**src/hw/rtl/fit_policy_block_allocator_assert.svh**
```systemverilog
// ----------------------------------------------------------------------------
// Fit policy block allocator assertion macros
// Concurrent checks clocked on clk and disabled during rst.
// ----------------------------------------------------------------------------
`ifndef FIT_POLICY_BLOCK_ALLOCATOR_ASSERT_SVH
`define FIT_POLICY_BLOCK_ALLOCATOR_ASSERT_SVH

`ifndef NO_ASSERTIONS

`define FPBA_ASSERT_IMP(label, ante, cons) \
  label: assert property (@(posedge clk) disable iff (rst) (ante) |-> (cons)) \
    else $error("fpba assertion failed");

`define FPBA_ASSERT_NXT(label, ante, cons) \
  label: assert property (@(posedge clk) disable iff (rst) (ante) |=> (cons)) \
    else $error("fpba assertion failed");

`else

`define FPBA_ASSERT_IMP(label, ante, cons)

`define FPBA_ASSERT_NXT(label, ante, cons)

`endif

`endif

```
**src/hw/rtl/fpba_pkg.sv**
```systemverilog
// ----------------------------------------------------------------------------
// Fit policy block allocator package
// Shared widths, codes and types of the allocator.
// ----------------------------------------------------------------------------
`timescale 1ns / 1ps
`default_nettype none

package fpba_pkg;

  localparam int NUM_BLOCKS_DEF  = 16;
  localparam int SIZE_BITS_DEF   = 16;

  localparam int FUNC_BITS       = 1;
  localparam int OUT_IDX_BITS    = 4;
  localparam int OUT_SIZE_BITS   = 16;
  localparam int MODE_BITS       = 2;
  localparam int COUNT_BITS      = 5;
  localparam int CFG_INDEX_BITS  = 2;
  localparam int CFG_DATA_BITS   = 8;

  localparam logic [FUNC_BITS-1:0] FUNC_LOAD  = 1'b0;
  localparam logic [FUNC_BITS-1:0] FUNC_ALLOC = 1'b1;

  localparam logic [MODE_BITS-1:0] FIT_FIRST = 2'd0;
  localparam logic [MODE_BITS-1:0] FIT_BEST  = 2'd1;
  localparam logic [MODE_BITS-1:0] FIT_WORST = 2'd2;

  localparam logic [CFG_INDEX_BITS-1:0] REG_FIT_MODE    = 2'd0;
  localparam logic [CFG_INDEX_BITS-1:0] REG_BLOCK_COUNT = 2'd1;

  localparam logic [MODE_BITS-1:0]  FIT_MODE_RESET    = FIT_FIRST;
  localparam logic [COUNT_BITS-1:0] BLOCK_COUNT_RESET = 5'd16;

  typedef enum logic [1:0] {
    ST_IDLE,
    ST_SCAN,
    ST_FINISH
  } seq_state_t;

  typedef struct packed {
    logic fits;
    logic better;
  } cmp_flags_t;

endpackage

`default_nettype wire

```
**src/hw/rtl/fpba_table.sv**
```systemverilog
// ----------------------------------------------------------------------------
// Free size table
// One write port, one registered read port; unwritten entries read as zero.
// ----------------------------------------------------------------------------
`timescale 1ns / 1ps
`default_nettype none

module fpba_table #(
  parameter int NUM_BLOCKS = fpba_pkg::NUM_BLOCKS_DEF,
  parameter int SIZE_BITS  = fpba_pkg::SIZE_BITS_DEF,
  localparam int IDX_W     = $clog2(NUM_BLOCKS)
) (
  input  wire logic                 clk,
  input  wire logic                 rst,
  input  wire logic                 we,
  input  wire logic [IDX_W-1:0]     waddr,
  input  wire logic [SIZE_BITS-1:0] wdata,
  input  wire logic                 rd_en,
  input  wire logic [IDX_W-1:0]     raddr,
  output logic      [SIZE_BITS-1:0] rd_data
);

  logic [SIZE_BITS-1:0]  mem [NUM_BLOCKS];
  logic [NUM_BLOCKS-1:0] valid;
  logic [SIZE_BITS-1:0]  rd_q;
  logic                  rd_vld;

  always_ff @(posedge clk) begin
    if (we) begin
      mem[waddr] <= wdata;
    end
    if (rd_en) begin
      rd_q <= mem[raddr];
    end
  end

  always_ff @(posedge clk) begin
    if (rst) begin
      valid  <= '0;
      rd_vld <= 1'b0;
    end else begin
      if (we) begin
        valid[waddr] <= 1'b1;
      end
      if (rd_en) begin
        rd_vld <= valid[raddr];
      end
    end
  end

  assign rd_data = rd_vld ? rd_q : '0;

endmodule

`default_nettype wire

```
**src/hw/rtl/fpba_cmp.sv**
```systemverilog
// ----------------------------------------------------------------------------
// Fit compare unit
// Checks one entry against the request and the current pick, forms remainder.
// ----------------------------------------------------------------------------
`timescale 1ns / 1ps
`default_nettype none

module fpba_cmp #(
  parameter int SIZE_BITS = fpba_pkg::SIZE_BITS_DEF
) (
  input  wire logic [fpba_pkg::MODE_BITS-1:0] mode,
  input  wire logic [SIZE_BITS-1:0]           value,
  input  wire logic [SIZE_BITS-1:0]           req,
  input  wire logic [SIZE_BITS-1:0]           pick_val,
  output fpba_pkg::cmp_flags_t                flags,
  output logic      [SIZE_BITS-1:0]           diff
);

  always_comb begin
    flags.fits = (value >= req);
    case (mode)
      fpba_pkg::FIT_BEST:  flags.better = (value < pick_val);
      fpba_pkg::FIT_WORST: flags.better = (value > pick_val);
      default:             flags.better = 1'b0;
    endcase
  end

  assign diff = value - req;

endmodule

`default_nettype wire

```
**src/hw/rtl/fpba_seq.sv**
```systemverilog
// ----------------------------------------------------------------------------
// Allocator sequencer
// Loads entries, scans the table one entry a cycle and writes back the pick.
// ----------------------------------------------------------------------------
`timescale 1ns / 1ps
`default_nettype none

module fpba_seq #(
  parameter int NUM_BLOCKS = fpba_pkg::NUM_BLOCKS_DEF,
  parameter int SIZE_BITS  = fpba_pkg::SIZE_BITS_DEF,
  localparam int IDX_W     = $clog2(NUM_BLOCKS)
) (
  input  wire logic                                   clk,
  input  wire logic                                   rst,
  input  wire logic                                   start,
  output logic                                        busy,
  input  wire logic [fpba_pkg::FUNC_BITS-1:0]         func,
  input  wire logic [fpba_pkg::OUT_IDX_BITS-1:0]      block_index,
  input  wire logic [fpba_pkg::OUT_SIZE_BITS-1:0]     block_size,
  input  wire logic [fpba_pkg::OUT_SIZE_BITS-1:0]     request_size,
  input  wire logic [fpba_pkg::MODE_BITS-1:0]         fit_mode,
  input  wire logic [fpba_pkg::COUNT_BITS-1:0]        block_count,
  output logic                                        tbl_we,
  output logic      [IDX_W-1:0]                       tbl_waddr,
  output logic      [SIZE_BITS-1:0]                   tbl_wdata,
  output logic                                        tbl_rd_en,
  output logic      [IDX_W-1:0]                       tbl_raddr,
  input  wire logic [SIZE_BITS-1:0]                   tbl_rd_data,
  output logic                                        done,
  output logic                                        granted,
  output logic      [fpba_pkg::OUT_IDX_BITS-1:0]      chosen_block,
  output logic      [fpba_pkg::OUT_SIZE_BITS-1:0]     remaining_size
);

  localparam int CNT_W = $clog2(NUM_BLOCKS + 1);
  localparam int OIW   = fpba_pkg::OUT_IDX_BITS;
  localparam int OSW   = fpba_pkg::OUT_SIZE_BITS;

  fpba_pkg::seq_state_t state, state_next;

  logic [SIZE_BITS-1:0]           req;
  logic [CNT_W-1:0]               limit;
  logic [fpba_pkg::MODE_BITS-1:0] mode;
  logic [CNT_W-1:0]               idx;
  logic                           pend;
  logic [IDX_W-1:0]               pend_idx;
  logic                           found;
  logic [IDX_W-1:0]               pick_idx;
  logic [SIZE_BITS-1:0]           pick_val;
  logic [SIZE_BITS-1:0]           pick_rem;
  logic                           done_next;

  logic                           accept;
  logic                           load_go;
  logic                           load_hit;
  logic                           take;
  fpba_pkg::cmp_flags_t           flags;
  logic [SIZE_BITS-1:0]           diff;

  fpba_cmp #(
    .SIZE_BITS (SIZE_BITS)
  ) u_cmp (
    .mode     (mode),
    .value    (tbl_rd_data),
    .req      (req),
    .pick_val (pick_val),
    .flags    (flags),
    .diff     (diff)
  );

  assign busy     = (state != fpba_pkg::ST_IDLE);
  assign accept   = start && (state == fpba_pkg::ST_IDLE);
  assign load_go  = accept && (func == fpba_pkg::FUNC_LOAD);
  assign load_hit = (32'(block_index) < NUM_BLOCKS);
  assign take     = pend && flags.fits && (!found || flags.better);

  always_comb begin
    state_next = state;
    case (state)
      fpba_pkg::ST_IDLE: begin
        if (accept && (func == fpba_pkg::FUNC_ALLOC)) begin
          state_next = fpba_pkg::ST_SCAN;
        end
      end
      fpba_pkg::ST_SCAN: begin
        if (!tbl_rd_en && !pend) begin
          state_next = fpba_pkg::ST_FINISH;
        end
      end
      fpba_pkg::ST_FINISH: state_next = fpba_pkg::ST_IDLE;
      default:             state_next = fpba_pkg::ST_IDLE;
    endcase
  end

  always_comb begin
    tbl_rd_en = (state == fpba_pkg::ST_SCAN) && (idx < limit);
    tbl_raddr = idx[IDX_W-1:0];
    tbl_we    = 1'b0;
    tbl_waddr = pick_idx;
    tbl_wdata = pick_rem;
    done_next = load_go || (state == fpba_pkg::ST_FINISH);
    if (load_go && load_hit) begin
      tbl_we    = 1'b1;
      tbl_waddr = IDX_W'(block_index);
      tbl_wdata = SIZE_BITS'(block_size);
    end else if ((state == fpba_pkg::ST_FINISH) && found) begin
      tbl_we = 1'b1;
    end
  end

  always_ff @(posedge clk) begin
    if (rst) begin
      state <= fpba_pkg::ST_IDLE;
      done  <= 1'b0;
      pend  <= 1'b0;
      found <= 1'b0;
      idx   <= '0;
    end else begin
      state <= state_next;
      done  <= done_next;
      pend  <= tbl_rd_en;
      if (accept) begin
        idx   <= '0;
        found <= 1'b0;
      end else begin
        if (tbl_rd_en) begin
          idx <= idx + 1'b1;
        end
        if (take) begin
          found <= 1'b1;
        end
      end
    end
  end

  always_ff @(posedge clk) begin
    if (accept) begin
      req  <= SIZE_BITS'(request_size);
      mode <= fit_mode;
      if (32'(block_count) > NUM_BLOCKS) begin
        limit <= CNT_W'(NUM_BLOCKS);
      end else begin
        limit <= CNT_W'(block_count);
      end
    end
    if (tbl_rd_en) begin
      pend_idx <= tbl_raddr;
    end
    if (take) begin
      pick_idx <= pend_idx;
      pick_val <= tbl_rd_data;
      pick_rem <= diff;
    end
    if (load_go) begin
      granted      <= 1'b0;
      chosen_block <= block_index;
      remaining_size <= load_hit ? OSW'(SIZE_BITS'(block_size)) : '0;
    end else if (state == fpba_pkg::ST_FINISH) begin
      granted        <= found;
      chosen_block   <= found ? OIW'(pick_idx) : '0;
      remaining_size <= found ? OSW'(pick_rem) : '0;
    end
  end

endmodule

`default_nettype wire

```
**src/hw/rtl/fit_policy_block_allocator.sv**
```systemverilog
// ----------------------------------------------------------------------------
// Fit policy block allocator
// Free size table with first, best and worst fit placement.
// ----------------------------------------------------------------------------
// Usage:
//   Command channel: raise start with func and its fields; the word is taken
//   at a clock edge where start is high and busy is low.
//   A load word writes one table entry; its result is registered and busy
//   never rises, so a new word may follow in the next cycle.
//   An allocate word scans entries 0 to min(block_count, NUM_BLOCKS)-1, one
//   entry a cycle through the single table read port and one compare unit.
//   busy is high through the scan and finish states and the result shows in
//   the cycle after, registered from the finish state.
//   Each result is on granted, chosen_block and remaining_size with done high
//   for one cycle; the receiver cannot stall it.
//   Config channel: cfg_valid/cfg_ready with cfg_index and cfg_data; write
//   only while idle. cfg_ready is always high.
//   Reset: rst is synchronous; the table reads as all zero, fit_mode returns
//   to first fit and block_count to 16. No clearing pass is needed.
// ----------------------------------------------------------------------------
`timescale 1ns / 1ps
`default_nettype none

`include "fit_policy_block_allocator_assert.svh"

module fit_policy_block_allocator #(
  parameter int NUM_BLOCKS = fpba_pkg::NUM_BLOCKS_DEF,
  parameter int SIZE_BITS  = fpba_pkg::SIZE_BITS_DEF
) (
  input  wire logic                                   clk,
  input  wire logic                                   rst,
  input  wire logic                                   start,
  output logic                                        busy,
  input  wire logic [fpba_pkg::FUNC_BITS-1:0]         func,
  input  wire logic [fpba_pkg::OUT_IDX_BITS-1:0]      block_index,
  input  wire logic [fpba_pkg::OUT_SIZE_BITS-1:0]     block_size,
  input  wire logic [fpba_pkg::OUT_SIZE_BITS-1:0]     request_size,
  output logic                                        done,
  output logic                                        granted,
  output logic      [fpba_pkg::OUT_IDX_BITS-1:0]      chosen_block,
  output logic      [fpba_pkg::OUT_SIZE_BITS-1:0]     remaining_size,
  input  wire logic                                   cfg_valid,
  output logic                                        cfg_ready,
  input  wire logic [fpba_pkg::CFG_INDEX_BITS-1:0]    cfg_index,
  input  wire logic [fpba_pkg::CFG_DATA_BITS-1:0]     cfg_data
);

  localparam int IDX_W = $clog2(NUM_BLOCKS);

  logic [fpba_pkg::MODE_BITS-1:0]  fit_mode;
  logic [fpba_pkg::COUNT_BITS-1:0] block_count;

  logic                 tbl_we;
  logic [IDX_W-1:0]     tbl_waddr;
  logic [SIZE_BITS-1:0] tbl_wdata;
  logic                 tbl_rd_en;
  logic [IDX_W-1:0]     tbl_raddr;
  logic [SIZE_BITS-1:0] tbl_rd_data;

  assign cfg_ready = 1'b1;

  always_ff @(posedge clk) begin
    if (rst) begin
      fit_mode    <= fpba_pkg::FIT_MODE_RESET;
      block_count <= fpba_pkg::BLOCK_COUNT_RESET;
    end else if (cfg_valid && cfg_ready) begin
      case (cfg_index)
        fpba_pkg::REG_FIT_MODE:    fit_mode    <= cfg_data[fpba_pkg::MODE_BITS-1:0];
        fpba_pkg::REG_BLOCK_COUNT: block_count <= cfg_data[fpba_pkg::COUNT_BITS-1:0];
        default: begin
        end
      endcase
    end
  end

  fpba_table #(
    .NUM_BLOCKS (NUM_BLOCKS),
    .SIZE_BITS  (SIZE_BITS)
  ) u_table (
    .clk     (clk),
    .rst     (rst),
    .we      (tbl_we),
    .waddr   (tbl_waddr),
    .wdata   (tbl_wdata),
    .rd_en   (tbl_rd_en),
    .raddr   (tbl_raddr),
    .rd_data (tbl_rd_data)
  );

  fpba_seq #(
    .NUM_BLOCKS (NUM_BLOCKS),
    .SIZE_BITS  (SIZE_BITS)
  ) u_seq (
    .clk            (clk),
    .rst            (rst),
    .start          (start),
    .busy           (busy),
    .func           (func),
    .block_index    (block_index),
    .block_size     (block_size),
    .request_size   (request_size),
    .fit_mode       (fit_mode),
    .block_count    (block_count),
    .tbl_we         (tbl_we),
    .tbl_waddr      (tbl_waddr),
    .tbl_wdata      (tbl_wdata),
    .tbl_rd_en      (tbl_rd_en),
    .tbl_raddr      (tbl_raddr),
    .tbl_rd_data    (tbl_rd_data),
    .done           (done),
    .granted        (granted),
    .chosen_block   (chosen_block),
    .remaining_size (remaining_size)
  );

  `FPBA_ASSERT_NXT(a_accept_progress, start && !busy, busy || done)
  `FPBA_ASSERT_IMP(a_done_when_idle, done, !busy)
  `FPBA_ASSERT_IMP(a_busy_from_alloc, $rose(busy), $past(start) && ($past(func) == fpba_pkg::FUNC_ALLOC))

endmodule

`default_nettype wire

```
**config.mk**
```make
export PLATFORM = sky130hd
export DESIGN_NAME = fit_policy_block_allocator
export DESIGN_NICKNAME = d
export VERILOG_FILES = /design/src/hw/rtl/fpba_pkg.sv /design/src/hw/rtl/fpba_table.sv /design/src/hw/rtl/fpba_cmp.sv /design/src/hw/rtl/fpba_seq.sv /design/src/hw/rtl/fit_policy_block_allocator.sv
export VERILOG_INCLUDE_DIRS = /design/src /design/src/hw/rtl
export SDC_FILE = /design/constraint.sdc
export NUM_CORES = 1
export LEC_CHECK = 0
export BUFFER_PORTS_ARGS = -buffer_cell sky130_fd_sc_hd__buf_2
export CAP_MARGIN = 20
export CORE_MARGIN = 1.5
export CORE_UTILIZATION = 45
export DETAILED_ROUTE_END_ITERATION = 8
export PLACE_DENSITY = 0.63
export SLEW_MARGIN = 40
export SYNTH_ARGS = -nofsm -noshare
export SYNTH_HDL_FRONTEND = slang
export SYNTH_HIERARCHICAL = 1
export SYNTH_SLANG_ARGS = --single-unit
export TNS_END_PERCENT = 100
```
**constraint.sdc**
```tcl
create_clock -name clk -period 4.07 [get_ports clk]
set_input_delay 0.407 -clock clk [delete_from_list [all_inputs] [get_ports clk]]
set_output_delay 0.407 -clock clk [all_outputs]
set_load 0.005 [all_outputs]
```
# Yosys cells after proc, flatten, opt, wreduce, memory -nomap -nowiden
# Memories as Yosys holds them, arrays and structs flattened. A register that Yosys moved wholly into a read port is not among the register bits.
# Index checks and enable logic that the tools add are counted.
[totals] register_bits=118 output_inout_bits=24 memories=1 ram_bits=256 in_bits=51 word_cells=82
[classes] magnitude_cmp=8 n_reduce_logical=22 eq_ne=7 mux=21 add_sub_neg=2 bitwise_logic=2
[mem_list] memory="u_table.mem" words=16 word_bits=16 rd=1 rd_ports_with_merged_regs=1 wr=1 line_no="fpba_table.sv:23" text="logic [SIZE_BITS-1:0] mem [NUM_BLOCKS];"
[ops] cell="$mux W16" n=5
[ops] cell="$ge A16 B16 Y1" n=1
[ops] cell="$gt A16 B16 Y1" n=1
[ops] cell="$lt A16 B16 Y1" n=1
[ops] cell="$mux W4" n=4
[ops] cell="$or A16 B16 Y16" n=1
[ops] cell="$sub A16 B16 Y16" n=1
[ops] cell="$lt A4 B5 Y1 const B" n=2
[ops] cell="$logic_and A1 B1 Y1" n=9
[ops] cell="$eq A2 B1 Y1 const B" n=3
[ops] cell="$mux W1" n=6
[ops] cell="$reduce_and A2 Y1" n=3
[ops] cell="$add A5 B1 Y5 const B" n=1
[ops] cell="$gt A5 B5 Y1 const B" n=1
[ops] cell="$lt A5 B5 Y1" n=1
[ops] cell="$bmux W1 S4" n=1
[ops] cell="$demux W1 S4" n=1
[ops] cell="$eq A2 B2 Y1 const B" n=2
[ops] cell="$ge A4 B1 Y1 const B" n=1
[ops] cell="$logic_not A2 Y1" n=2
[ops] cell="$mux W2" n=2
[ops] cell="$pmux W2 S2" n=1
[ops] cell="$reduce_bool A2 Y1" n=2
[ops] cell="$logic_not A1 Y1" n=3
[ops] cell="6 further kinds" n=7

# Logic depth before layout (Yosys ltp)
# Gate-level depths: netlist of the first run.
[logic_depth] word_depth=9 ltp_mapped=13 depth_no_buf=12

# Cells and area by module
# The synthesis of the first run kept the hierarchy.
[by_module_without_submodules] module="fpba_table" cells_per_inst=479 instances=1 area_each_um2=11028.1 seq_area_each_um2=8508.2
[by_module_without_submodules] module="fpba_seq" cells_per_inst=251 instances=1 area_each_um2=3572.2 seq_area_each_um2=2712.6
[by_module_without_submodules] module="fpba_cmp" cells_per_inst=185 instances=1 area_each_um2=1305.0 seq_area_each_um2=0.0
[by_module_without_submodules] module="fit_policy_block_allocator" cells_per_inst=32 instances=1 area_each_um2=327.8 seq_area_each_um2=140.1

# Worst setup path before layout of the first run
# No wires, ideal clock.
[synth_path] kind="register -> register" from="register u_table.rd_vld" to="register u_seq.pick_idx[0], enable pin" setup_time_ns=0.441 path_slack_ns=-0.427 path_stages_with_launch=14 arrival_ns=4.055 cell_sequence="dfxtp_1 > clkbuf_1 > and2_1 > inv_1 > ha_1 > fa_1 > nand2b_1 > a21oi_2 > nor2_2 > o21a_2 > o31ai_1 > a221o_1 > nand2_1 > a21oi_1"
[synth_rtl] item="start: declaration" line_no="fpba_table.sv:26" text="logic rd_vld;"
[synth_rtl] item="start signal: assignment" line_no="fpba_table.sv:46" text="rd_vld <= valid[raddr];"
[synth_rtl] item="end signal: assignment" line_no="fpba_seq.sv:150" text="pick_idx <= pend_idx;"
[synth_rtl] item="end: declaration" line_no="fpba_seq.sv:48" text="logic [IDX_W-1:0] pick_idx;"

==> results of run 1 <==
[sequential cells by signal (all words and copies together), names as in the netlist, 2 cells and up]
register and cells:
u_seq/pend_idx 4, u_seq/state 2, block_count 5, u_seq/remaining_size 16, fit_mode 2, u_seq/pick_idx 4
u_seq/pick_val 16, u_seq/pick_rem 16, u_seq/mode 2, u_seq/idx 5, u_table/mem 256, u_seq/limit 5
u_table/rd_q 16, u_seq/req 16, u_table/valid 16, u_seq/chosen_block 4
[per-stage QoR]
stage	worst slack, ns	hold WS, ns	utilization (%)	cells
2_1_floorplan	0.376	0.400	-	947
4_1_cts	0.570	0.0408	51.9	1540
3_5_place_dp	0.573	0.406	48.3	1466
5_1_grt	0.376	0.0390	51.9	1540
3_3_place_gp	0.583	0.403	48.3	1466
6_report	0.563	0.0580	51.9	1540
[Yosys cell counts (all sizes together), types with 6 or more instances]
master / n
inv: 49
mux2i: 11
xnor2: 12
nand3: 10
mux4: 82
nor2b: 6
a21o: 6
buf: 26
a21oi: 27
nor2: 63
dfxtp: 35
and2: 17
a22o: 20
nand2: 82
edfxtp: 355
nand2b: 18
clkbuf: 12
nor3: 7
ha: 39
o21ai: 13
[cell type report]
| cell class | count | share of cell area, % |
|---|---|---|
| sequential | 390 | 61.6 |
| multi-input combinational | 467 | 24.3 |
| clock buffer | 50 | 5.85 |
| tap | 461 | 3.12 |
| timing repair buffer | 99 | 3.10 |
| clock inverter | 24 | 1.10 |
| inverter | 49 | 0.996 |
[power by group]
group	internal, mW	switching (mW)	total [mW]
clock network	2.08	1.47	3.55
registers	4.42	0.0162	4.44
logic	0.0911	0.173	0.264
[placed cells by master (no fill, tap or decap), types with 6 or more instances in the layout]
master       n
clkinv_1     8
and2_1      16
o21ai_0      7
clkbuf_1     7
clkbuf_16   41
clkinv_2     7
a21oi_1     24
nor2b_1      6
xnor2_1     12
edfxtp_1   355
a22o_1      20
nor2_2      14
nor2_1      49
buf_2       70
nand3_1     10
nand2_1     80
ha_1        39
mux4_2      65
nand2b_1    18
dfxtp_1     32
inv_1       48
buf_4       28
mux4_1      17
a21o_1       6
mux2i_1     11
[worst register-to-register path, stage by stage, from the launching register on]
cell	delay [ns]
dfxtp_1	0.65
and2_1	0.23
inv_1	0.06
ha_1	0.22
fa_1	0.41
nand2b_1	0.20
a21oi_2	0.20
nor2_2	0.07
o21a_2	0.21
o31ai_1	0.13
a221o_1	0.30
nand2_1	0.11
a21oi_4	0.13
buf_4	0.29
[worst max-delay path by stage]
stage          cells past startpoint  slack (ns)           start           endpoint
5_1_grt                           11        0.38  u_table/rd_vld  u_seq/pick_val[1]
3_3_place_gp                      11        0.58  u_table/rd_vld  u_seq/pick_val[0]
4_1_cts                           13        0.57  u_table/rd_vld  u_seq/pick_val[1]
2_1_floorplan                     13        0.38  u_table/rd_vld  u_seq/pick_idx[0]
6_report                          13        0.56  u_table/rd_vld  u_seq/pick_val[0]
3_5_place_dp                      13        0.57  u_table/rd_vld  u_seq/pick_val[1]
[layer usage]
layer  global-route usage, %  routed length, um
met5                       0                  0
met1                    24.8              14500
met4                    4.02                510
met3                    2.93               1880
met2                    31.9              16500
[cell families (layout without fill, tap and decap cells)]
logic type      after synthesis  after routing  share of synthesized area (%)
xor+xnor                     15             15                          0.809
simple gates                225            225                           6.54
compound gates               93             93                           4.19
other cells                   1              1                         0.0231
flops                       390            390                           70.0
fa+ha+maj                    40             40                           3.13
mux                          93             93                           12.4
buf+inv                      90            222                           2.88
==> flow_metrics.tcl, run 1 <==
set metrics [dict create \
    worstReg2RegEnd "u_seq/pick_val[0]" \
    synth_nets 1038 \
    drt_iter0_markers 652 \
    yosys.area.top_type "edfxtp_1" \
    start_util_pct 45.6 \
    cpMaxStageDelayCell "dfxtp_1" \
    syn_area_sq_um 16200 \
    outcome "complete, no violations" \
    crit_path_max_incr_delay_ns 0.65 \
    cp_data_required_time_ns 4.27 \
    cts_tree "built" \
    hp-class "primary input to flip-flop" \
    wire_per_inst_um 21.7 \
    cp-end-kind "flip-flop" \
    cts_htree_levels 2 \
    ys_ff_latch 390 \
    yosysUniqueCellTypes 69 \
    ant_nets 0 \
    area_delta_synth_final_pct 13.7 \
    reg2reg_slack_ns 0.56 \
    finalHoldViolations 0 \
    antenna_found_initial 0 \
    clk_pin_slew_ns 0.06 \
    r2r-start "u_table/rd_vld" \
    drc 0 \
    synth_cells 947 \
    dieArea_sq_um 37200 \
    std_cell_rows 69 \
    arrival_ns 3.71 \
    max_freq_mhz 285 \
    cts-root-buf "clkbuf_16" \
    cp_cell_sequence "and2_1 > inv_1 > ha_1 > fa_1 > nand2b_1 > a21oi_2 > nor2_2 > o21a_2 > o31ai_1 > a221o_1 > nand2_1 > a21oi_4 > buf_4" \
    maxSlewViolCount 0 \
    ys.flop_type "edfxtp_1" \
    period_needed_ns 3.51 \
    rsz0062_at_grt "false" \
    final.setup.tns_ns 0 \
    stdcell_area_sq_um 18500 \
    io_buffers 70 \
    layout.nets 1138 \
    leakage_nw 6.46 \
    ir_drop_mv 0.444 \
    nFillCells 2882 \
    grt_usage_pct 18.5 \
    first_global_vias 8568 \
    start_kind "flip-flop" \
    die_height_um 193 \
    holdBufCountCts 0 \
    cts_resized 0 \
    die_w_um 193 \
    multi_input_area_sq_um 4480 \
    seq_area_frac_synth_pct 70.0 \
    power_mw 8.25 \
    min_period_over_period_pct 86.2 \
    crit_path_max_fanout 19 \
    power.density_nw_per_um2 447 \
    place_area_sq_um 17200 \
    viasPerCell 5.49 \
    design.core.area_sq_um 35600 \
    cp.buffers_inverters 2 \
    numCtsBuffers 40 \
    synth_top_area_share_pct 65.7 \
    path_class "flip-flop to flip-flop" \
    post_cts_buffers 0 \
    grt_max_degree 72 \
    synth_edf_count 355 \
    clock_sinks 390 \
    finalClockSkew_ns 0.0133 \
    seq_area_sq_um 11400 \
    synth_warnings 6 \
    cts_buffer_depth 3 \
    hold_depth 1 \
    syn_avg_cell_area_sq_um 17.1 \
    min_to "u_seq/req[10]" \
    async_reset_ff_share_pct 0 \
    reg2regPathDepth 13 \
    drive_gt1_share_pct 24.6 \
    cap_violations 0 \
    max_slew_margin_pct 48.8 \
    firstDrtPassIters 5 \
    ios 75 \
    hold_path.startpoint "request_size[10]" \
    grt-ovfl-total 0 \
    gp_congestion 0.848 \
    place_hpwl_um 21300 \
    vias 8455 \
    totalWireLength_um 33400 \
    clock_latency_ns 0.53 \
    n_antenna_cell 0 \
    synth_area_leaders "edfxtp_1 66%, mux4_2 9.0%, dfxtp_1 4.3%" \
    crit_family "compound AO/OA/AOI/OAI gates" \
    grt_pass1_wl_um 50400 \
    tightest_slew_ns 0.769 \
    setup_violations 0 \
]
Note: power is estimated with default switching activity, not from simulation.
==> run 2, diff against run 1 <==
CORE_MARGIN = 1   (was 1.5)
SYNTH_HIERARCHICAL = unset   (was 1)
==> flow_metrics.tcl, run 2 <==
set metrics [dict create \
    grt_pass1_wl_um 50800 \
    syn_area_sq_um 16000 \
    firstDrtPassIters 5 \
    period_needed_ns 3.32 \
    mostFrequentLayoutCell "edfxtp_1" \
    max_freq_mhz 301 \
    cts_resized 0 \
    final.setup.tns_ns 0 \
    io_buffers 70 \
    min_period_over_period_pct 81.6 \
    layout.nets 1129 \
    seq_area_frac_synth_pct 71.1 \
    largest-register "u_table.mem" \
    cts_buffer_depth 3 \
    synth_nets 1023 \
    synth_warnings 0 \
    cp-end-kind "flip-flop" \
    max_slew_margin_pct 53.9 \
    design.core.area_sq_um 34700 \
    largest_reg_flops 256 \
    totalWireLength_um 34200 \
    finalNonFillerCells 1528 \
    area_delta_synth_final_pct 14.4 \
    drc 0 \
    cts-root-buf "clkbuf_16" \
    start_kind "flip-flop" \
    std_cell_rows 68 \
    holdBufCountCts 0 \
    grt_usage_pct 19.3 \
    ys.flop_type "edfxtp_1" \
    fin_util_pct 52.6 \
    arrival_ns 3.48 \
    synth_top_area_share_pct 66.7 \
    crit_path_frequent_cell "buf_4" \
    ios 75 \
    met1_length_um 14900 \
    cap_violations 0 \
    top_layer "met4" \
    async_reset_ff_share_pct 0 \
    die_height_um 190 \
    outcome "complete, no violations" \
    path_class "flip-flop to flip-flop" \
    clock_latency_ns 0.54 \
    drive_gt1_share_pct 25.2 \
    placed_cells 1453 \
    grt_max_degree 37 \
    setup_violations 0 \
    synth_cells 935 \
    synth_most_common_cell "edfxtp_1" \
    cts_tree "built" \
    vias 8402 \
    numCtsBuffers 41 \
    clock_sinks 390 \
    place_hpwl_um 20900 \
    syn_avg_cell_area_sq_um 17.1 \
    ant_nets 0 \
    start_util_pct 46.0 \
    rsz0062_at_grt "false" \
    cpMaxStageDelayCell "a311oi_1" \
    viasPerCell 5.50 \
    wl_met3_um 1680 \
    first_global_vias 8309 \
    crit_path_max_fanout 36 \
    power.density_nw_per_um2 458 \
    cp_cell_sequence "buf_4 > and2_1 > fa_1 > a21oi_1 > o21a_1 > o21ai_1 > a221oi_2 > a311oi_1 > a21boi_4 > buf_4" \
    tightest_slew_ns 0.691 \
    synth_area_leaders "edfxtp_1 67%, mux4_2 12%, dfxtp_1 4.4%" \
    antenna_found_initial 0 \
    ir_drop_mv 0.378 \
    cts_htree_levels 2 \
    yosys-top-cells-count "355 x edfxtp_1, 95 x nand2_1, 85 x mux4_2" \
    finalHoldViolations 0 \
    die_w_um 190 \
    dieArea_sq_um 36300 \
    cp_data_required_time_ns 4.23 \
    crit_path_max_incr_delay_ns 0.44 \
    drt_iter0_markers 733 \
    wl_met2_um 16900 \
    final_cell_mix "355 x edfxtp_1, 95 x nand2_1, 85 x mux4_2, 70 x buf_2" \
    leakage_nw 6.56 \
    post_cts_buffers 0 \
    hp-class "primary input to flip-flop" \
    ys_ff_latch 390 \
    finalClockSkew_ns 0.0250 \
    n_antenna_cell 0 \
    grt-ovfl-total 0 \
    gp_congestion 0.888 \
    clk_pin_slew_ns 0.06 \
    synth_edf_count 355 \
    maxSlewViolCount 0 \
    wire_per_inst_um 22.4 \
    yosysUniqueCellTypes 62 \
    yosys.area.top_type "edfxtp_1" \
]
run 2: changes by cell type in the layout (fill, tap and decap cells not counted), moves of 5 or more:
cell      previous run  this run
a22o_1              20         0
mux4_1              17         0
mux4_2              65        85
nand2_1             80        95
nand2b_1            18        10
nand3_1             10        17
nor3_2               5         0
o21ai_0              7        12
run 2: area by class of cell:
type | count | area (sq um)
clock buffer | 55 | 1140
clock inverter | 20 | 120
fill | 2779 | 16400
inverter | 49 | 184
multi-input combinational | 460 | 4300
sequential | 390 | 11400
tap | 455 | 569
timing repair buffer | 99 | 593
run 2: where the power goes:
| part | switching [mW] | leakage (nW) | internal, mW |
|---|---|---|---|
| clock | 1.48 | 0.628 | 2.03 |
| sequential | 0.0305 | 3.50 | 4.45 |
| combinational | 0.227 | 2.43 | 0.145 |
| total | 1.73 | 6.56 | 6.63 |
run 2: path summary, 6_finish.rpt:
path / start / end / slack, ns / depth (start not counted)
worst min register to register: u_seq.pend_idx[1] / u_seq.pick_idx[1] / 0.42 / 0
worst max-delay path: u_table.rd_vld / u_seq.pick_rem[8] / 0.75 / 10
worst max register to register: u_table.rd_vld / u_seq.pick_rem[8] / 0.75 / 10
worst min-delay path: request_size[13] / u_seq.req[13] / 0.06 / 1
run 2: routing by layer:
| layer | track usage (%) | vias up |
|---|---|---|
| li1 | - | 3810 |
| met1 | 26.1 | 4309 |
| met2 | 32.3 | 231 |
| met3 | 3.20 | 52 |
| met4 | 5.54 | 0 |
| met5 | 0 | - |
run 2: cells by family after synthesis:
logic type	Yosys count	share of synthesized area [%]
DFF	390	71.1
and+or+nand+nor	228	6.45
muxes	94	12.5
buffers and inverters	85	2.34
AOI/OAI and AO/OA	82	3.62
adders and majority gates	38	3.01
xor gates and xnor gates	17	0.932
other	1	0.0235
run 2: critical path, delay by kind of cell (launching register included):
family                   cells  cell delay (ns)
flip-flops                   1             0.35
adder cells (fa/ha/maj)      1             0.27
buffers and inverters        2             0.65
AND/OR/NAND/NOR              1             0.23
AO/OA/AOI/OAI                6             1.43
run 2: through the flow:
stage | power (mW) | hold WS [ns] | instance area [sq um] | setup slack (ns)
2_1_floorplan | 4.80 | 0.400 | 16000 | 0.488
3_3_place_gp | 4.93 | 0.401 | 17000 | 0.732
3_5_place_dp | 4.94 | 0.407 | 17000 | 0.709
4_1_cts | 8.43 | 0.0400 | 18300 | 0.694
5_1_grt | 8.63 | 0.0390 | 18300 | 0.485
6_report | 8.36 | 0.0578 | 18300 | 0.748
==> run 3, diff against run 2 <==
clock period = 2.71 ns   (was 4.07 ns; I/O delays follow)
==> flow_metrics.tcl, run 3 (synthesized netlist as in run 2, its figures left out) <==
set metrics [dict create \
    whs_ns 0.0209 \
    clk_pin_slew_ns 0.06 \
    cts_buffer_depth 3 \
    drt_iter0_markers 628 \
    clock_sinks 390 \
    std_cell_rows 68 \
    mostFrequentLayoutCell "edfxtp_1" \
    crit_path_max_fanout 7 \
    layout_setup_ws_ns -0.114 \
    die_w_um 190 \
    violations "setup timing" \
    outcome "complete, but fails checks" \
    arrival_ns 3.13 \
    first_global_vias 8751 \
    drive_gt1_share_pct 31.1 \
    clock_latency_ns 0.55 \
    grt-ovfl-total 0 \
    ir_drop_mv 0.442 \
    final_cell_mix "355 x edfxtp_1, 93 x nand2_1, 85 x mux4_2, 70 x buf_2, 70 x buf_4" \
    nFillCells 2650 \
    tightest_slew_ns 0.723 \
    period_needed_ns 2.82 \
    start_kind "flip-flop" \
    power_mw 12.7 \
    grt_usage_pct 19.6 \
    grt_pass1_wl_um 52100 \
    power.density_nw_per_um2 657 \
    cp-end-kind "flip-flop" \
    area_delta_synth_final_pct 20.4 \
    setup_violations 35 \
    finalHoldViolations 0 \
    largest-register "u_table.mem" \
    die_height_um 190 \
    min_period_over_period_pct 104 \
    vias 8656 \
    cts-root-buf "clkbuf_16" \
    ios 75 \
    maxSlewViolCount 0 \
    antenna_found_initial 0 \
    max_freq_mhz 354 \
    n_antenna_cell 0 \
    largest_reg_flops 256 \
    grt_max_degree 73 \
    numCtsBuffers 42 \
    totalWireLength_um 34600 \
    finalClockSkew_ns 0.0195 \
    design.core.area_sq_um 34700 \
    cp_data_required_time_ns 3.01 \
    finalNonFillerCells 1605 \
    drc 0 \
    fin_util_pct 55.4 \
    placed_cells 1496 \
    hp-class "primary input to flip-flop" \
    cts_htree_levels 2 \
    stdcell_area_sq_um 19200 \
    max_slew_margin_pct 51.8 \
    io_buffers 70 \
    viasPerCell 5.39 \
    rsz0062_at_grt "true" \
    layout.nets 1208 \
    place_hpwl_um 21200 \
    cap_violations 0 \
    cts_tree "built" \
    gp_congestion 0.838 \
    wire_per_inst_um 21.6 \
    path_class "flip-flop to flip-flop" \
    ant_nets 0 \
    leakage_nw 6.97 \
    firstDrtPassIters 4 \
    start_util_pct 46.0 \
    dieArea_sq_um 36300 \
    place_area_sq_um 17500 \
]
run 3: cell count changes in the layout (fill, tap and decap cells not counted), moves of 5 or more:
cell	change
and2_1	-5
and2_4	+6
buf_12	+5
buf_4	+43
buf_6	+5
dlygate4sd3_1	+24
ha_1	-8
ha_4	+8
run 3: metal layers:
layer	track usage, %	up-vias	wire length, um
li1	-	3962	-
met1	26.2	4431	15000
met2	33.3	211	17300
met3	3.13	52	1490
met4	5.45	0	772
met5	0	-	0
run 3: final cells by class:
| cell class | count | area (sq um) | share of cell area [%] |
|---|---|---|---|
| well taps | 455 | 569 | 2.96 |
| clock inverters | 17 | 150 | 0.780 |
| flip-flops and latches | 390 | 11400 | 59.1 |
| inverters | 49 | 184 | 0.956 |
| multi-input cells | 460 | 4530 | 23.5 |
| repair buffers | 177 | 1340 | 6.95 |
| clock buffers | 57 | 1110 | 5.75 |
run 3: critical path, cell delays in order (launching register included):
cell	delay, ns
dfxtp_4	0.38
buf_6	0.13
and2_4	0.13
buf_4	0.14
ha_4	0.27
o2111ai_2	0.09
nor3_2	0.28
a221oi_2	0.12
o31ai_2	0.32
mux2i_2	0.31
a21boi_4	0.11
buf_12	0.16
clkbuf_16	0.15
run 3: stage by stage:
| step | TNS, ns | worst slack (ns) |
|---|---|---|
| 2_1_floorplan | -20.15 | -0.292 |
| 3_3_place_gp | -4.85 | -0.151 |
| 3_5_place_dp | -5.39 | -0.167 |
| 4_1_cts | -0.546 | -0.0361 |
| 5_1_grt | -6.25 | -0.217 |
| 6_report | -2.34 | -0.114 |
run 3: worst paths after layout:
kind	start	to	slack, ns	cells after the start
worst max-delay path	u_table.rd_vld	u_seq.pick_rem[8]	-0.11	12
worst min-delay path	block_size[12]	u_seq.remaining_size[12]	0.02	3
worst max register to register	u_table.rd_vld	u_seq.pick_rem[8]	-0.11	12
worst min register to register	u_seq.pend_idx[3]	u_seq.pick_idx[3]	0.42	0
run 3: power by group:
group          internal, mW  leakage (nW)  switching (mW)  total (mW)
Combinational         0.279          2.85           0.365       0.643
Sequential             6.69          3.50          0.0391        6.73
Clock                  3.06         0.618            2.23        5.29
Total                  10.0          6.97            2.63        12.7
run 3: what timing repair did:
action	4_1_cts	5_1_grt
buffers inserted	3	7
hold endpoints to repair	26	0
pin swaps	0	14
endpoints found under the setup margin	36	37
gates cloned	1	1
gates resized for setup	8	26
hold buffers	24	0
